### src/ure_pkg.sv
// Shared types and constants for the ultrasonic echo ranger.
package ure_pkg;

  // One input beat: a microsecond tick with the sampled echo and a start request.
  typedef struct packed {
    logic start_req;
    logic echo_level;
  } ure_in_t;

  // One result beat, produced for every input tick.
  typedef struct packed {
    logic       trigger_level;
    logic       busy_res;
    logic       done_res;
    logic       no_echo;
    logic [9:0] distance_cm;
    logic       near;
  } ure_out_t;

  // Configuration register file contents.
  typedef struct packed {
    logic [9:0]  near_threshold_cm;
    logic [15:0] edge_timeout_us;
    logic [15:0] width_cap_us;
  } ure_cfg_t;

  localparam int CFG_IDX_W  = 2;
  localparam int CFG_DATA_W = 16;

  typedef enum logic [CFG_IDX_W-1:0] {
    CFG_NEAR_THRESHOLD = 2'd0,
    CFG_EDGE_TIMEOUT   = 2'd1,
    CFG_WIDTH_CAP      = 2'd2
  } ure_cfg_idx_t;

  localparam logic [9:0]  NEAR_THRESHOLD_RESET = 10'd10;
  localparam logic [15:0] EDGE_TIMEOUT_RESET   = 16'd30000;
  localparam logic [15:0] WIDTH_CAP_RESET      = 16'd60000;

  // Distance is width * 34 / 2000 = width * 17 / 1000. The division is a
  // multiply by ceil(17 * 2^26 / 1000) followed by a 26-bit shift, exact
  // for every 16-bit width.
  localparam int          WIDTH_W    = 16;
  localparam int          RECIP_W    = 21;
  localparam int          DIST_SHIFT = 26;
  localparam int          PROD_W     = WIDTH_W + RECIP_W;
  localparam logic [RECIP_W-1:0] DIST_RECIP = 21'd1140851;
  localparam int          RAW_DIST_W = PROD_W - DIST_SHIFT;
  localparam logic [9:0]  DIST_MAX   = 10'd1023;

endpackage

### src/ure_cfg.sv
// Configuration register file for the ultrasonic echo ranger.
module ure_cfg
  import ure_pkg::*;
(
  input  logic                  clk,
  input  logic                  rst,
  input  logic                  cfg_wr_en,
  input  logic [CFG_IDX_W-1:0]  cfg_index,
  input  logic [CFG_DATA_W-1:0] cfg_wdata,
  output ure_cfg_t              cfg
);

  always_ff @(posedge clk) begin
    if (rst) begin
      cfg.near_threshold_cm <= NEAR_THRESHOLD_RESET;
      cfg.edge_timeout_us   <= EDGE_TIMEOUT_RESET;
      cfg.width_cap_us      <= WIDTH_CAP_RESET;
    end else if (cfg_wr_en) begin
      unique case (ure_cfg_idx_t'(cfg_index))
        CFG_NEAR_THRESHOLD: cfg.near_threshold_cm <= cfg_wdata[9:0];
        CFG_EDGE_TIMEOUT:   cfg.edge_timeout_us   <= cfg_wdata;
        CFG_WIDTH_CAP:      cfg.width_cap_us      <= cfg_wdata;
        default: ;
      endcase
    end
  end

endmodule

### src/ure_dist.sv
// Width-to-distance conversion with saturation and the near compare.
module ure_dist
  import ure_pkg::*;
(
  input  logic [WIDTH_W-1:0] width,
  input  logic [9:0]         near_threshold_cm,
  output logic [9:0]         distance_cm,
  output logic               near
);

  logic [PROD_W-1:0]     prod;
  logic [RAW_DIST_W-1:0] raw_dist;

  assign prod     = PROD_W'(width) * PROD_W'(DIST_RECIP);
  assign raw_dist = prod[PROD_W-1:DIST_SHIFT];

  always_comb begin
    if (raw_dist > RAW_DIST_W'(DIST_MAX)) begin
      distance_cm = DIST_MAX;
    end else begin
      distance_cm = raw_dist[9:0];
    end
    near = (distance_cm < near_threshold_cm);
  end

endmodule

### src/ure_ctrl.sv
// Measurement sequencer: trigger pulse, edge waits and echo width count.
module ure_ctrl
  import ure_pkg::*;
#(
  parameter int TRIGGER_TICKS = 10
) (
  input  logic     clk,
  input  logic     rst,
  input  logic     step,
  input  ure_in_t  in_data,
  input  ure_cfg_t cfg,
  output ure_out_t res
);

  typedef enum logic [2:0] {
    PH_IDLE  = 3'd0,
    PH_TLOW  = 3'd1,
    PH_THIGH = 3'd2,
    PH_WLOW  = 3'd3,
    PH_WRISE = 3'd4,
    PH_MEAS  = 3'd5
  } phase_t;

  phase_t             phase, phase_next;
  logic [WIDTH_W-1:0] phase_ticks, phase_ticks_next;
  logic [WIDTH_W-1:0] echo_width, echo_width_next;
  logic [WIDTH_W-1:0] tick_inc;
  logic               finish;
  logic               timed_out;
  logic [9:0]         distance;
  logic               dist_near;

  assign tick_inc = phase_ticks + WIDTH_W'(1);

  ure_dist u_dist (
    .width             (echo_width_next),
    .near_threshold_cm (cfg.near_threshold_cm),
    .distance_cm       (distance),
    .near              (dist_near)
  );

  always_comb begin
    phase_next       = phase;
    phase_ticks_next = phase_ticks;
    echo_width_next  = echo_width;
    finish           = 1'b0;
    timed_out        = 1'b0;
    res              = '0;
    res.busy_res     = 1'b1;

    unique case (phase)
      PH_TLOW: begin
        phase_next       = PH_THIGH;
        phase_ticks_next = '0;
      end
      PH_THIGH: begin
        res.trigger_level = 1'b1;
        if (tick_inc >= WIDTH_W'(TRIGGER_TICKS)) begin
          phase_next       = PH_WLOW;
          phase_ticks_next = '0;
        end else begin
          phase_ticks_next = tick_inc;
        end
      end
      PH_WLOW: begin
        if (in_data.echo_level) begin
          phase_ticks_next = tick_inc;
        end else begin
          phase_next       = PH_WRISE;
          phase_ticks_next = WIDTH_W'(1);
        end
        if (phase_ticks_next >= cfg.edge_timeout_us) begin
          finish    = 1'b1;
          timed_out = 1'b1;
        end
      end
      PH_WRISE: begin
        if (!in_data.echo_level) begin
          phase_ticks_next = tick_inc;
          if (tick_inc >= cfg.edge_timeout_us) begin
            finish    = 1'b1;
            timed_out = 1'b1;
          end
        end else begin
          phase_next       = PH_MEAS;
          phase_ticks_next = '0;
          echo_width_next  = WIDTH_W'(1);
          if (WIDTH_W'(1) >= cfg.width_cap_us) begin
            finish = 1'b1;
          end
        end
      end
      PH_MEAS: begin
        if (in_data.echo_level) begin
          echo_width_next = echo_width + WIDTH_W'(1);
          if (echo_width_next >= cfg.width_cap_us) begin
            finish = 1'b1;
          end
        end else begin
          finish = 1'b1;
        end
      end
      default: begin
        phase_next       = PH_IDLE;
        phase_ticks_next = '0;
        if (in_data.start_req) begin
          phase_next       = PH_TLOW;
          phase_ticks_next = WIDTH_W'(1);
          echo_width_next  = '0;
        end else begin
          res.busy_res = 1'b0;
        end
      end
    endcase

    if (finish) begin
      res.busy_res     = 1'b0;
      res.done_res     = 1'b1;
      res.no_echo      = timed_out;
      res.distance_cm  = timed_out ? '0 : distance;
      res.near         = !timed_out && dist_near;
      phase_next       = PH_IDLE;
      phase_ticks_next = '0;
    end
  end

  always_ff @(posedge clk) begin
    if (rst) begin
      phase       <= PH_IDLE;
      phase_ticks <= '0;
      echo_width  <= '0;
    end else if (step) begin
      phase       <= phase_next;
      phase_ticks <= phase_ticks_next;
      echo_width  <= echo_width_next;
    end
  end

`ifndef SYNTH
  // The trigger pulse never runs longer than its programmed tick count.
  a_thigh_bound: assert property (@(posedge clk) disable iff (rst)
    phase == PH_THIGH |-> phase_ticks < WIDTH_W'(TRIGGER_TICKS))
    else $error("trigger high count ran past its length");

  // A measurement that finishes always returns to idle.
  a_finish_idle: assert property (@(posedge clk) disable iff (rst)
    step && finish |=> phase == PH_IDLE && phase_ticks == '0)
    else $error("finished measurement did not return to idle");

  // Without a step the sequencer state holds.
  a_hold: assert property (@(posedge clk) disable iff (rst)
    !step |=> $stable(phase) && $stable(phase_ticks) && $stable(echo_width))
    else $error("sequencer state moved without an input beat");
`endif

endmodule

### src/ultrasonic_echo_ranger_unit.sv
// Top level of the ultrasonic echo ranger: handshake, result register and assertions.
//
// The ranger takes one input beat per microsecond tick, carrying the sampled echo
// level and a start request, and returns exactly one result beat for each. An idle
// ranger that sees a start request drives the trigger low for two ticks and then
// high for TRIGGER_TICKS ticks, waits for the echo to go low and then to rise
// (each wait bounded by edge_timeout_us), and counts the echo-high ticks up to
// width_cap_us. The finishing beat carries done_res with either no_echo or the
// distance width*34/2000 cm (saturated at 1023) and a near flag. Throughput is one
// beat per clock while each waiting result is taken in the same cycle: the sequencer
// state and the width-to-distance multiplier sit between the input port and a single
// result register, so each result appears in the cycle after its input is accepted.
// The user must write configuration registers through the plain write port only
// while no measurement runs; the block does not enforce this.
module ultrasonic_echo_ranger_unit
  import ure_pkg::*;
#(
  parameter int TRIGGER_TICKS = 10
) (
  input  logic                  clk,
  input  logic                  rst,
  input  logic                  in_valid,
  output logic                  in_ready,
  input  ure_in_t               in_data,
  output logic                  out_valid,
  input  logic                  out_ready,
  output ure_out_t              out_data,
  input  logic                  cfg_wr_en,
  input  logic [CFG_IDX_W-1:0]  cfg_index,
  input  logic [CFG_DATA_W-1:0] cfg_wdata
);

  ure_cfg_t cfg;
  ure_out_t res;
  logic     step;

  // The result register frees up when it is empty or being drained this cycle.
  assign in_ready = !out_valid || out_ready;
  assign step     = in_valid && in_ready;

  ure_cfg u_cfg (
    .clk       (clk),
    .rst       (rst),
    .cfg_wr_en (cfg_wr_en),
    .cfg_index (cfg_index),
    .cfg_wdata (cfg_wdata),
    .cfg       (cfg)
  );

  ure_ctrl #(
    .TRIGGER_TICKS (TRIGGER_TICKS)
  ) u_ctrl (
    .clk     (clk),
    .rst     (rst),
    .step    (step),
    .in_data (in_data),
    .cfg     (cfg),
    .res     (res)
  );

  // The payload register needs no reset; only its valid flag is control state.
  always_ff @(posedge clk) begin
    if (step) begin
      out_data <= res;
    end
  end

  always_ff @(posedge clk) begin
    if (rst) begin
      out_valid <= 1'b0;
    end else if (step) begin
      out_valid <= 1'b1;
    end else if (out_ready) begin
      out_valid <= 1'b0;
    end
  end

`ifndef SYNTH
  // Every accepted input beat produces a result beat on the next cycle.
  a_step_result: assert property (@(posedge clk) disable iff (rst)
    step |=> out_valid)
    else $error("accepted beat produced no result");

  // A finishing beat is never also a busy beat.
  a_done_not_busy: assert property (@(posedge clk) disable iff (rst)
    out_valid && out_data.done_res |-> !out_data.busy_res)
    else $error("done and busy raised together");

  // A timed-out measurement reports no distance and no near flag.
  a_no_echo_clean: assert property (@(posedge clk) disable iff (rst)
    out_valid && out_data.no_echo |->
      out_data.done_res && out_data.distance_cm == '0 && !out_data.near)
    else $error("no_echo beat carries a distance");

  // The trigger only fires during a measurement.
  a_trigger_busy: assert property (@(posedge clk) disable iff (rst)
    out_valid && out_data.trigger_level |-> out_data.busy_res && !out_data.done_res)
    else $error("trigger driven outside a measurement");
`endif

endmodule

### config.mk
export PLATFORM = sky130hd
export DESIGN_NAME = ultrasonic_echo_ranger_unit
export DESIGN_NICKNAME = d
export VERILOG_FILES = /design/src/ure_pkg.sv /design/src/ure_cfg.sv /design/src/ure_dist.sv /design/src/ure_ctrl.sv /design/src/ultrasonic_echo_ranger_unit.sv
export SDC_FILE = /design/constraint.sdc
export NUM_CORES = 1
export LEC_CHECK = 0
export ABC_CLOCK_PERIOD_IN_PS = 9580
export BUFFER_PORTS_ARGS = -buffer_cell sky130_fd_sc_hd__buf_2
export CAP_MARGIN = 20
export CORE_ASPECT_RATIO = 0.7
export CORE_MARGIN = 2
export CORE_UTILIZATION = 60
export DETAILED_ROUTE_END_ITERATION = 12
export PLACE_DENSITY = 0.8
export SYNTH_ARGS = -nofsm -noshare
export SYNTH_HDL_FRONTEND = slang
export SYNTH_HIERARCHICAL = 1
export SYNTH_SLANG_ARGS = --single-unit
### constraint.sdc
create_clock -name clk -period 9.58 [get_ports clk]
set_input_delay 0.479 -clock clk [delete_from_list [all_inputs] [get_ports clk]]
set_output_delay 0.479 -clock clk [all_outputs]
set_load 0.01 [all_outputs]
==> results of run 1 <==
==> metrics by stage <==
step	setup WS (ns)	util [%]	power, W	instance area [um^2]	hold slack [ns]
finish	0.573	65.9	0.000989	12600	0.374
global route	0.00364	65.9	0.00103	12600	0.392
CTS	0.525	65.9	0.000989	12600	0.372
detailed placement	0.553	64.3	0.000623	12300	0.465
global placement	1.00	64.3	0.000617	12300	0.460
floorplan	0.966	-	0.000570	11800	0.449
==> state kept, by name, summed over array words and instances, names as in the netlist <==
name	count
u_cfg/cfg	42
u_ctrl/echo_width	16
u_ctrl/phase_ticks	16
out_data	15
u_ctrl/phase	3
out_valid	1
==> layout make-up <==
| cell class | count | area (um^2) | share of cell area (%) |
|---|---|---|---|
| sequential | 93 | 2010 | 16.0 |
| clock inverter | 7 | 88.8 | 0.706 |
| clock buffer | 9 | 225 | 1.79 |
| tap | 264 | 330 | 2.63 |
| inverter | 245 | 920 | 7.31 |
| multi-input combinational | 961 | 8630 | 68.6 |
| timing repair buffer | 63 | 370 | 2.95 |
==> worst max-delay path: cells and delay by family, from the launching register on <==
kind | cells | cell delay (ns)
buffers and inverters | 6 | 0.63
muxes | 1 | 0.10
AOI/OAI and AO/OA | 11 | 1.99
adders and majority gates | 9 | 3.89
DFF | 1 | 0.43
and+or+nand+nor | 8 | 1.86
==> worst paths after layout <==
| kind | startpoint | endpoint | slack [ns] | cells after the start |
|---|---|---|---|---|
| max | u_ctrl/echo_width[0] | out_data[0] | 0.57 | 35 |
| min | in_valid | out_valid | 0.37 | 3 |
| max reg2reg | u_ctrl/echo_width[0] | out_data[0] | 0.57 | 35 |
| min reg2reg | u_cfg/cfg[25] | u_cfg/cfg[25] | 0.48 | 2 |
==> logic make-up after synthesis <==
group           share of synthesized area (%)
mux                                      4.64
buf+inv                                  9.60
compound gates                           11.1
flops                                    17.1
xor+xnor                                 2.68
fa+ha+maj                                39.1
simple gates                             15.8
==> per-layer routing <==
layer	track usage, %	vias to the layer above	wire length [um]
li1	-	4527	-
met1	43.5	4464	13400
met2	41.6	343	11300
met3	6.29	26	2580
met4	3.92	0	250
met5	0	-	0
==> cell usage after synthesis, types with 6 or more instances <==
cell and instances:
sky130_fd_sc_hd__and2_1 19, sky130_fd_sc_hd__edfxtp_1 15, sky130_fd_sc_hd__o21ai_0 40, sky130_fd_sc_hd__a31oi_1 7
sky130_fd_sc_hd__nand3_1 21, sky130_fd_sc_hd__o31ai_1 6, sky130_fd_sc_hd__and3_1 7, sky130_fd_sc_hd__xor2_1 17
sky130_fd_sc_hd__o21ai_1 6, sky130_fd_sc_hd__nand2_1 76, sky130_fd_sc_hd__nand2b_1 46, sky130_fd_sc_hd__fa_1 91
sky130_fd_sc_hd__xnor2_1 19, sky130_fd_sc_hd__a21oi_1 55, sky130_fd_sc_hd__inv_1 243, sky130_fd_sc_hd__dfxtp_1 78
sky130_fd_sc_hd__or3_1 14, sky130_fd_sc_hd__nand4_1 16, sky130_fd_sc_hd__clkbuf_1 20, sky130_fd_sc_hd__o21a_1 8
sky130_fd_sc_hd__ha_1 222, sky130_fd_sc_hd__nor4_1 10, sky130_fd_sc_hd__a211oi_1 8, sky130_fd_sc_hd__mux2i_1 52
sky130_fd_sc_hd__nor3_1 15, sky130_fd_sc_hd__a21oi_2 11, sky130_fd_sc_hd__nand3b_1 8, sky130_fd_sc_hd__nor2b_1 6
sky130_fd_sc_hd__buf_2 9, sky130_fd_sc_hd__a21o_1 20, sky130_fd_sc_hd__nor2_1 93
==> power by group through the flow <==
stage / clock network (W) / logic, W / registers, W
after floorplan: 0 / 0.000144 / 0.000426
after global placement: 0 / 0.000189 / 0.000428
after detailed placement: 0 / 0.000195 / 0.000428
after CTS: 0.000374 / 0.000196 / 0.000419
after global routing: 0.000388 / 0.000224 / 0.000421
final: 0.000371 / 0.000198 / 0.000419
==> metrics.md, run 1 <==
| Metric | Value |
|---|---|
| Worst path most repeated cell | `sky130_fd_sc_hd__fa_1` |
| Placer congestion estimate | `0.941` |
| Crit Path Max Fanout | `9` |
| Syn nets | `roughly 1700` |
| Final routed wire length divided by cell count | `16.8 um` |
| Synthesized flop and latch total | `93` |
| Cell count after placement | `1626` |
| Peak per-stage delay on the critical path | `0.55 ns` |
| Global Route Usage Sum | `28.4%` |
| Synth Warn # | `6` |
| Maximum level of the CTS H-tree | `3` |
| Net switching power | `around 0.00031 W` |
| Total number of nets in the final design | `1711` |
| Post-CTS Resized | `0` |
| Startpoint type of the worst setup path | `flop` |
| Number of detailed-route iterations in the first pass | `6` |
| Most frequent cells in the layout | `sky130_fd_sc_hd__inv_1 (243), sky130_fd_sc_hd__ha_1 (222), sky130_fd_sc_hd__nor2_1 (92)` |
| Most common cell after layout, fill and taps aside | `sky130_fd_sc_hd__inv_1` |
| Count of flip-flops with a built-in enable after synthesis | `15` |
| RSZ-0062 raised after global routing | `false` |
| Antenna diode count | `0` |
| Setup TNS | `0 ns` |
| TritonCTS clock tree | `built` |
| Clock root buffer master | `sky130_fd_sc_hd__clkbuf_16` |
| Average cell area after synthesis | `8.80 um^2` |
| Unique masters post-synth | `78` |
| Headroom to the max-slew limit | `39.4%` |
| Clock network latency to the later pin of the worst-skew pair | `0.35 ns` |
| Initial cell density of the core | `61.7%` |
| Vias | `between 9000 and 10000` |
| Horizontal extent of the die | `between 150 and 200 um` |
| Final setup fails | `0` |
| Max Cap Viol | `0` |
| Number of cells in the finished layout apart from fillers | `1642` |
| Post-synth top area share | `23.6%` |
| Placed wire-length estimate | `22.6 mm` |
| Post-synth top flop | `sky130_fd_sc_hd__dfxtp_1` |
| Total Routed Length | `27.6 mm` |
| DIE AREA | `20800 um^2` |
| Hold bufs inserted after CTS | `0` |
| Crit path required time | `9.81 ns` |
| Synth area leader | `sky130_fd_sc_hd__ha_1` |
| Number of DRC markers in iteration 0 | `666` |
| Vertical die dimension | `121 um` |
| Filler cells | `1505` |
| Number of endpoints with negative hold slack in the final report | `0` |
| Cell-internal power | `0.000674 W` |
| Layout Area Growth over Synthesis | `6.86%` |
| Setup clock skew after layout | `a little over 0.009 ns` |
| Pwr Density | `78.6 nW/um^2` |
| Category of the worst setup path capture point | `flop` |
| Clock network fraction of design power | `37.6%` |
| Highest achievable clock rate | `111 MHz` |
| First-pass GRT wire length | `46.3 mm` |
| Sequential share of the synthesized area | `17.1%` |
| Number of global-route vias before repair | `around 9200` |
| Layout cell share with drive strength beyond 1 | `between 8 and 9%` |
| Sequential group share of total power | `42.4%` |
| Switching Fraction | `31.8%` |
| Cell count after synthesis | `1337` |
| Setup bufs post-CTS | `0` |
| Path category of the worst min-delay check | `in -> reg` |
| Minimum period implied by the final worst setup slack | `9.01 ns` |
| Total overflow reported by the global router | `0` |
| Slowest library cell on the worst path | `sky130_fd_sc_hd__fa_1` |
| Number of top-level design ports | `42` |
| Antenna violations before repair | `0` |
| Residual DRC count | `0` |
| Number of buffers created by CTS | `9` |
| Result of the run | `finished, final reports clean` |
| Total core area | `around 19000 um^2` |
| Count of standard-cell rows | `42` |
| Static leakage | `6.71 nW` |
| Share of power burned in combinational logic | `between 20% and 30%` |
| Slew at the pin closest to its max-slew limit | `0.902 ns` |
| Period utilisation layout | `94.0%` |
| Largest net degree at the start of global routing | `90` |
| Mapped cell area | `11800 um^2` |
| IO Port Bufs | `41` |
| CTS sink cnt | `between 90 and 100` |
| Share of async-settable or async-resettable flops after synthesis | `0%` |
| Arrival time at the worst endpoint | `9.24 ns` |
| Clk pin slew, worst setup/hold paths | `0.08 ns` |
| Max IR drop VDD | `between 0.08 and 0.09 mV` |
| Count of nets left with antenna violations after detail routing | `0` |
| Most area-consuming cells after synthesis | `sky130_fd_sc_hd__ha_1 (24%), sky130_fd_sc_hd__fa_1 (15%), sky130_fd_sc_hd__dfxtp_1 (13%)` |
| Clock tree buffer depth | `2` |
| Via count normalized by instance count | `5.70` |
| Final number of max-transition violations | `0` |
| WS Path Type | `reg -> reg` |
(Power assumes the default switching activity.)
==> run 2, diff against run 1 <==
- CORE_ASPECT_RATIO: 0.7 -> default
==> run 2 against run 1 <==
Compared with the run above:
- cell area down 0.28%
- critical endpoint unchanged
- worst setup slack better by 0.16 ns
- maximum frequency up 1.8%
- via count down 1.1%
- critical path type unchanged
- clock power down 6.7%
- clock skew up 0.0063 ns
- count of clock-buffer cells in the layout up 1
- wire length down 0.76%
- combinational power about the same
==> metrics.md, run 2 (synthesis results as in run 1) <==
| Metric | Value |
|---|---|
| Result of the run | `finished, final reports clean` |
| Number of buffers created by CTS | `9` |
| Setup crit end | `out_data[0]` |
| Total Power Consumption | `~0.00096 W` |
| Register bank with the most flops | `u_cfg/cfg` |
| Slowest library cell on the worst path | `sky130_fd_sc_hd__fa_1` |
| Period utilisation layout | `about 92%` |
| Maximum level of the CTS H-tree | `3` |
| Setup clock skew after layout | `between 0.015 and 0.02 ns` |
| Path category of the worst min-delay check | `in -> reg` |
| Antenna diode count | `0` |
| Path depth of the worst reg2reg path | `34` |
| Startpoint type of the worst setup path | `flop` |
| Total overflow reported by the global router | `0` |
| Arrival time at the worst endpoint | `9.07 ns` |
| CTS sink cnt | `93` |
| Highest achievable clock rate | `113 MHz` |
| Peak per-stage delay on the critical path | `0.56 ns` |
| Number of endpoints with negative hold slack in the final report | `0` |
| Number of detailed-route iterations in the first pass | `5` |
| Headroom to the max-slew limit | `between 40% and 50%` |
| Most frequent cells in the layout | `sky130_fd_sc_hd__inv_1 (243), sky130_fd_sc_hd__ha_1 (222), sky130_fd_sc_hd__nor2_1 (92)` |
| Clock network latency to the later pin of the worst-skew pair | `between 0.3 and 0.4 ns` |
| Static leakage | `6.68 nW` |
| Number of top-level design ports | `42` |
| Global Route Usage Sum | `27.7%` |
| RSZ-0062 raised after global routing | `false` |
| Worst path most repeated cell | `sky130_fd_sc_hd__fa_1` |
| Clock tree buffer depth | `2` |
| Largest net degree at the start of global routing | `90` |
| Crit path required time | `9.80 ns` |
| Setup TNS | `0 ns` |
| WS Path Type | `reg -> reg` |
| Placed wire-length estimate | `roughly 22 mm` |
| Final setup fails | `0` |
| Register-to-register setup slack | `0.74 ns` |
| Count of nets left with antenna violations after detail routing | `0` |
| DIE AREA | `approximately 21000 um^2` |
| First-pass GRT wire length | `45.2 mm` |
| TritonCTS clock tree | `built` |
| Final routed wire length divided by cell count | `about 17 um` |
| Final number of max-transition violations | `0` |
| Most common cell after layout, fill and taps aside | `sky130_fd_sc_hd__inv_1` |
| Registers with the most flip-flops | `u_cfg/cfg (42), u_ctrl/echo_width (16), u_ctrl/phase_ticks (16)` |
| Filler cells | `between 1500 and 2000` |
| Count of standard-cell rows | `51` |
| Clock root buffer master | `sky130_fd_sc_hd__clkbuf_16` |
| Antenna violations before repair | `0` |
| Hold bufs inserted after CTS | `0` |
| Number of DRC markers in iteration 0 | `562` |
| Crit Path Max Fanout | `9` |
| Pwr Density | `76.7 nW/um^2` |
| Layout cell share with drive strength beyond 1 | `8.07%` |
| Via count normalized by instance count | `between 5 and 6` |
| Vias | `9253` |
| Slew at the pin closest to its max-slew limit | `0.846 ns` |
| Placer congestion estimate | `0.947` |
| Instance count on the critical path | `34` |
| Total core area | `19300 um^2` |
| Total number of nets in the final design | `1709` |
| Max IR drop VDD | `0.0927 mV` |
| Initial cell density of the core | `roughly 60%` |
| Number of global-route vias before repair | `9366` |
| Top cell family by delay on the critical path | `adder cells` |
| Category of the worst setup path capture point | `flop` |
| Total buffers and inverters traversed by the critical path | `5` |
| Reg-to-reg critical path startpoint | `u_ctrl/echo_width[0]` |
| Minimum period implied by the final worst setup slack | `~8.8 ns` |
| Reg2reg end | `out_data[0]` |
| Beginning of the critical path | `u_ctrl/echo_width[0]` |
| Max Cap Viol | `0` |
| Flip-flop count of the largest register, all copies and words added | `42` |
| IO Port Bufs | `41` |
| Clk pin slew, worst setup/hold paths | `~0.080 ns` |
| Horizontal extent of the die | `144 um` |
| Residual DRC count | `0` |
| Layout Area Growth over Synthesis | `6.56%` |
| Total Routed Length | `27.4 mm` |
| Vertical die dimension | `approximately 140 um` |
## run 2: cell count changes in the layout (fill, tap and decap cells not counted)
cell / delta
sky130_fd_sc_hd__a211oi_1: -1
sky130_fd_sc_hd__a211oi_2: +1
sky130_fd_sc_hd__buf_4: -2
sky130_fd_sc_hd__clkbuf_1: +1
sky130_fd_sc_hd__clkinv_4: -1
sky130_fd_sc_hd__clkinv_8: -3
sky130_fd_sc_hd__clkinvlp_4: +1
sky130_fd_sc_hd__inv_4: +1
sky130_fd_sc_hd__inv_6: +1
sky130_fd_sc_hd__o21ai_0: -1
sky130_fd_sc_hd__o21ai_1: +1
sky130_fd_sc_hd__o31ai_1: -1
sky130_fd_sc_hd__o31ai_2: +1
## run 2: final cells by class
type	count	area (um^2)	share of cell area [%]
clock inverter	6	53.8	0.429
multi-input combinational	961	8640	68.9
timing repair buffer	61	355	2.83
clock buffer	10	229	1.83
inverter	245	920	7.33
sequential	93	2010	16.0
tap	265	332	2.64
## run 2: what timing repair did
action / CTS / global route
setup buffers: 0 / 0
endpoints found under the setup margin: 0 / 1
resized for setup: 0 / 2
## run 2: power by group
part | switching [W] | leakage [nW] | internal [W] | total (W)
Clock | 0.000164 | 0.138 | 0.000182 | 0.000346
Sequential | 0.0000104 | 0.785 | 0.000409 | 0.000419
Combinational | 0.000120 | 5.76 | 0.0000779 | 0.000198
Total | 0.000294 | 6.68 | 0.000668 | 0.000962
## run 2: per-stage QoR
stage | hold slack, ns | util [%] | instances | setup WS, ns | area, um^2
floorplan | 0.449 | - | 1337 | 0.966 | 11800
global placement | 0.460 | 63.4 | 1625 | 0.762 | 12200
detailed placement | 0.466 | 63.4 | 1625 | 0.518 | 12200
CTS | 0.373 | 64.8 | 1641 | 0.473 | 12500
global route | 0.385 | 64.9 | 1641 | 0.0517 | 12500
finish | 0.377 | 64.9 | 1641 | 0.736 | 12500
## run 2: worst min path at each step
| stage | from | endpoint | slack [ns] | cells after the start |
|---|---|---|---|---|
| 5_1_grt | in_valid | out_valid | 0.39 | 3 |
| 2_1_floorplan | u_cfg/cfg[17] | u_cfg/cfg[17] | 0.45 | 2 |
| 6_report | in_valid | out_valid | 0.38 | 3 |
| 3_5_place_dp | u_cfg/cfg[32] | u_cfg/cfg[32] | 0.47 | 2 |
| 4_1_cts | in_valid | out_valid | 0.37 | 3 |
| 3_3_place_gp | u_cfg/cfg[25] | u_cfg/cfg[25] | 0.46 | 2 |
## run 2: worst reg2reg max path, delay by kind of cell (launching register included)
family	cells	cell delay, ns
flops	1	0.42
fa+ha+maj	9	3.87
mux	1	0.10
simple gates	8	1.76
buf+inv	5	0.45
compound gates	11	2.14
## run 2: per-layer routing
| metal | GRT usage, % | part of all wire, % |
|---|---|---|
| met1 | 34.8 | 43 |
| met2 | 48.8 | 49 |
| met3 | 3.41 | 4.5 |
| met4 | 10.7 | 3.7 |
| met5 | 0 | 0 |
==> run 3, diff against run 2 <==
- CORE_UTILIZATION: 60 -> 47
- MAX_ROUTING_LAYER: default -> met4
- PLACE_DENSITY: 0.8 -> 0.65
==> run 3 against run 2 <==
Compared with the run above:
- wire length about the same
- count of clock-buffer cells in the layout did not move
- hold slack got worse by 0.0012 ns
- die area increased by 27%
- first-iteration DRC count is 23% lower
- combinational power hardly changed
- maximum frequency shrank 1.3%
- clock skew down 0.0045 ns
- critical path type unchanged
==> metrics.md, run 3 (synthesis results as in run 1) <==
| Metric | Value |
|---|---|
| Beginning of the critical path | `u_ctrl/phase[0]` |
| Number of detailed-route iterations in the first pass | `6` |
| Final Core Density | `between 50% and 60%` |
| Category of the worst setup path capture point | `flop` |
| Minimum period implied by the final worst setup slack | `~9 ns` |
| Static leakage | `6.68 nW` |
| Result of the run | `finished, final reports clean` |
| Registers with the most flip-flops | `u_cfg/cfg (42), u_ctrl/echo_width (16), u_ctrl/phase_ticks (16)` |
| Setup clock skew after layout | `0.0111 ns` |
| Peak per-stage delay on the critical path | `0.54 ns` |
| Antenna violations before repair | `0` |
| Global Route Usage Sum | `22.5%` |
| Design area | `12600 um^2` |
| Number of buffers created by CTS | `9` |
| Largest net degree at the start of global routing | `90` |
| WS Path Type | `reg -> reg` |
| RSZ-0062 raised after global routing | `false` |
| Setup bufs post-CTS | `0` |
| Vias | `8962` |
| CTS sink cnt | `just over 90` |
| Headroom to the max-slew limit | `just over 30%` |
| Sequential group share of total power | `roughly 44%` |
| Top cell family by delay on the critical path | `adder cells` |
| Source of the worst hold timing path | `in_valid` |
| Horizontal extent of the die | `162 um` |
| Initial cell density of the core | `48.1%` |
| Number of global-route vias before repair | `roughly 9000` |
| Final number of max-transition violations | `0` |
| Placer congestion estimate | `0.868` |
| TritonCTS clock tree | `built` |
| Max Cap Viol | `0` |
| Flip-flop count of the largest register, all copies and words added | `42` |
| Area after DPL | `~12000 um^2` |
| Number of cells in the finished layout apart from fillers | `1700` |
| Placed wire-length estimate | `22.6 mm` |
| Total overflow reported by the global router | `0` |
| Total Power Consumption | `between 0.0009 and 0.001 W` |
| Setup TNS | `0 ns` |
| Count of nets left with antenna violations after detail routing | `0` |
| Total core area | `24500 um^2` |
| Clock tree buffer depth | `2` |
| Switching Fraction | `30.4%` |
| Count of standard-cell rows | `57` |
| Clock root buffer master | `sky130_fd_sc_hd__clkbuf_16` |
| Number of DRC markers in iteration 0 | `435` |
| IO Port Bufs | `41` |
| Clock network latency to the later pin of the worst-skew pair | `0.35 ns` |
| Antenna diode count | `0` |
| Clock network fraction of design power | `35.5%` |
| Clk pin slew, worst setup/hold paths | `about 0.07 ns` |
| Total buffers and inverters traversed by the critical path | `6` |
| Startpoint type of the worst setup path | `flop` |
| Worst path most repeated cell | `sky130_fd_sc_hd__fa_1` |
| Arrival time at the worst endpoint | `9.17 ns` |
| Post-CTS Resized | `0` |
| Slowest library cell on the worst path | `sky130_fd_sc_hd__fa_1` |
| Most frequent cells in the layout | `sky130_fd_sc_hd__inv_1 (243), sky130_fd_sc_hd__ha_1 (222), sky130_fd_sc_hd__nor2_1 (93)` |
| Cell count after placement | `roughly 1700` |
| Residual DRC count | `0` |
| Slew at the pin closest to its max-slew limit | `1.03 ns` |
| Most common cell after layout, fill and taps aside | `sky130_fd_sc_hd__inv_1` |
| Net switching power | `0.000290 W` |
| Highest achievable clock rate | `roughly 110 MHz` |
| Via count normalized by instance count | `5.27` |
| Crit Path Max Fanout | `12` |
| Path category of the worst min-delay check | `in -> reg` |
| Final setup fails | `0` |
| Layout Area Growth over Synthesis | `7.10%` |
| Crit path required time | `9.79 ns` |
| Period utilisation layout | `roughly 94%` |
| Layout cell share with drive strength beyond 1 | `7.92%` |
| Maximum level of the CTS H-tree | `3` |
| Share of power burned in combinational logic | `between 20 and 25%` |
| DIE AREA | `26300 um^2` |
| Register bank with the most flops | `u_cfg/cfg` |
| Final routed wire length divided by cell count | `roughly 16 um` |
| Number of endpoints with negative hold slack in the final report | `0` |
| Total Routed Length | `27.4 mm` |
| Total number of nets in the final design | `1709` |
| First-pass GRT wire length | `45.8 mm` |
| Reg-to-reg critical path startpoint | `u_ctrl/phase[0]` |
| Max IR drop VDD | `0.102 mV` |
| Hold bufs inserted after CTS | `0` |
| Number of top-level design ports | `42` |
| Vertical die dimension | `between 150 and 200 um` |
| Pwr Density | `75.7 nW/um^2` |
| Cell-internal power | `0.000664 W` |
==> run 3: cell count changes in the layout (fill, tap and decap cells not counted), sizes merged <==
cell      before  now
inv          248  244
clkinv         2    5
clkinvlp       1    2
==> run 3: power groups by stage <==
stage	Sequential, W	Combinational (W)	Clock, W
6_report	0.000419	0.000197	0.000339
5_1_grt	0.000421	0.000223	0.000365
4_1_cts	0.000419	0.000197	0.000347
3_5_place_dp	0.000428	0.000195	0
3_3_place_gp	0.000427	0.000193	0
2_1_floorplan	0.000426	0.000144	0
==> run 3: through the flow <==
step | setup WS [ns] | hold slack (ns)
3_3_place_gp | 0.880 | 0.458
6_report | 0.621 | 0.376
5_1_grt | 0.0154 | 0.371
2_1_floorplan | 0.966 | 0.449
4_1_cts | 0.687 | 0.369
3_5_place_dp | 0.754 | 0.462
==> run 3: layer usage <==
layer  global-route usage (%)  vias to the layer above  wire length, um
met5                        -                        -                0
met4                     4.95                        0              481
met3                     2.09                       24              648
met2                     36.9                      120            13000
met1                     30.3                     4293            13200
li1                         -                     4525                -
==> run 3: path summary, 6_finish.rpt <==
| path | cells past startpoint | endpoint | slack, ns |
|---|---|---|---|
| min reg2reg | 2 | u_cfg/cfg[17] | 0.48 |
| min | 3 | out_valid | 0.38 |
| max | 35 | out_data[0] | 0.62 |
| max reg2reg | 35 | out_data[0] | 0.62 |
==> run 3: cell type report <==
class                      instances  area (um^2)
fill                            2314        11900
multi-input combinational        961         8630
sequential                        93         2010
inverter                         245          920
tap                              324          405
timing repair buffer              61          355
clock buffer                      10          229
clock inverter                     6         51.3
==> run 3: worst register-to-register path: cells and delay by family, from the launching register on <==
family                   cells  cell delay (ns)
adder cells (fa/ha/maj)      8             3.44
AO/OA/AOI/OAI               14             2.65
AND/OR/NAND/NOR              6             1.37
buffers and inverters        6             0.67
flip-flops                   1             0.53
multiplexers                 1             0.16
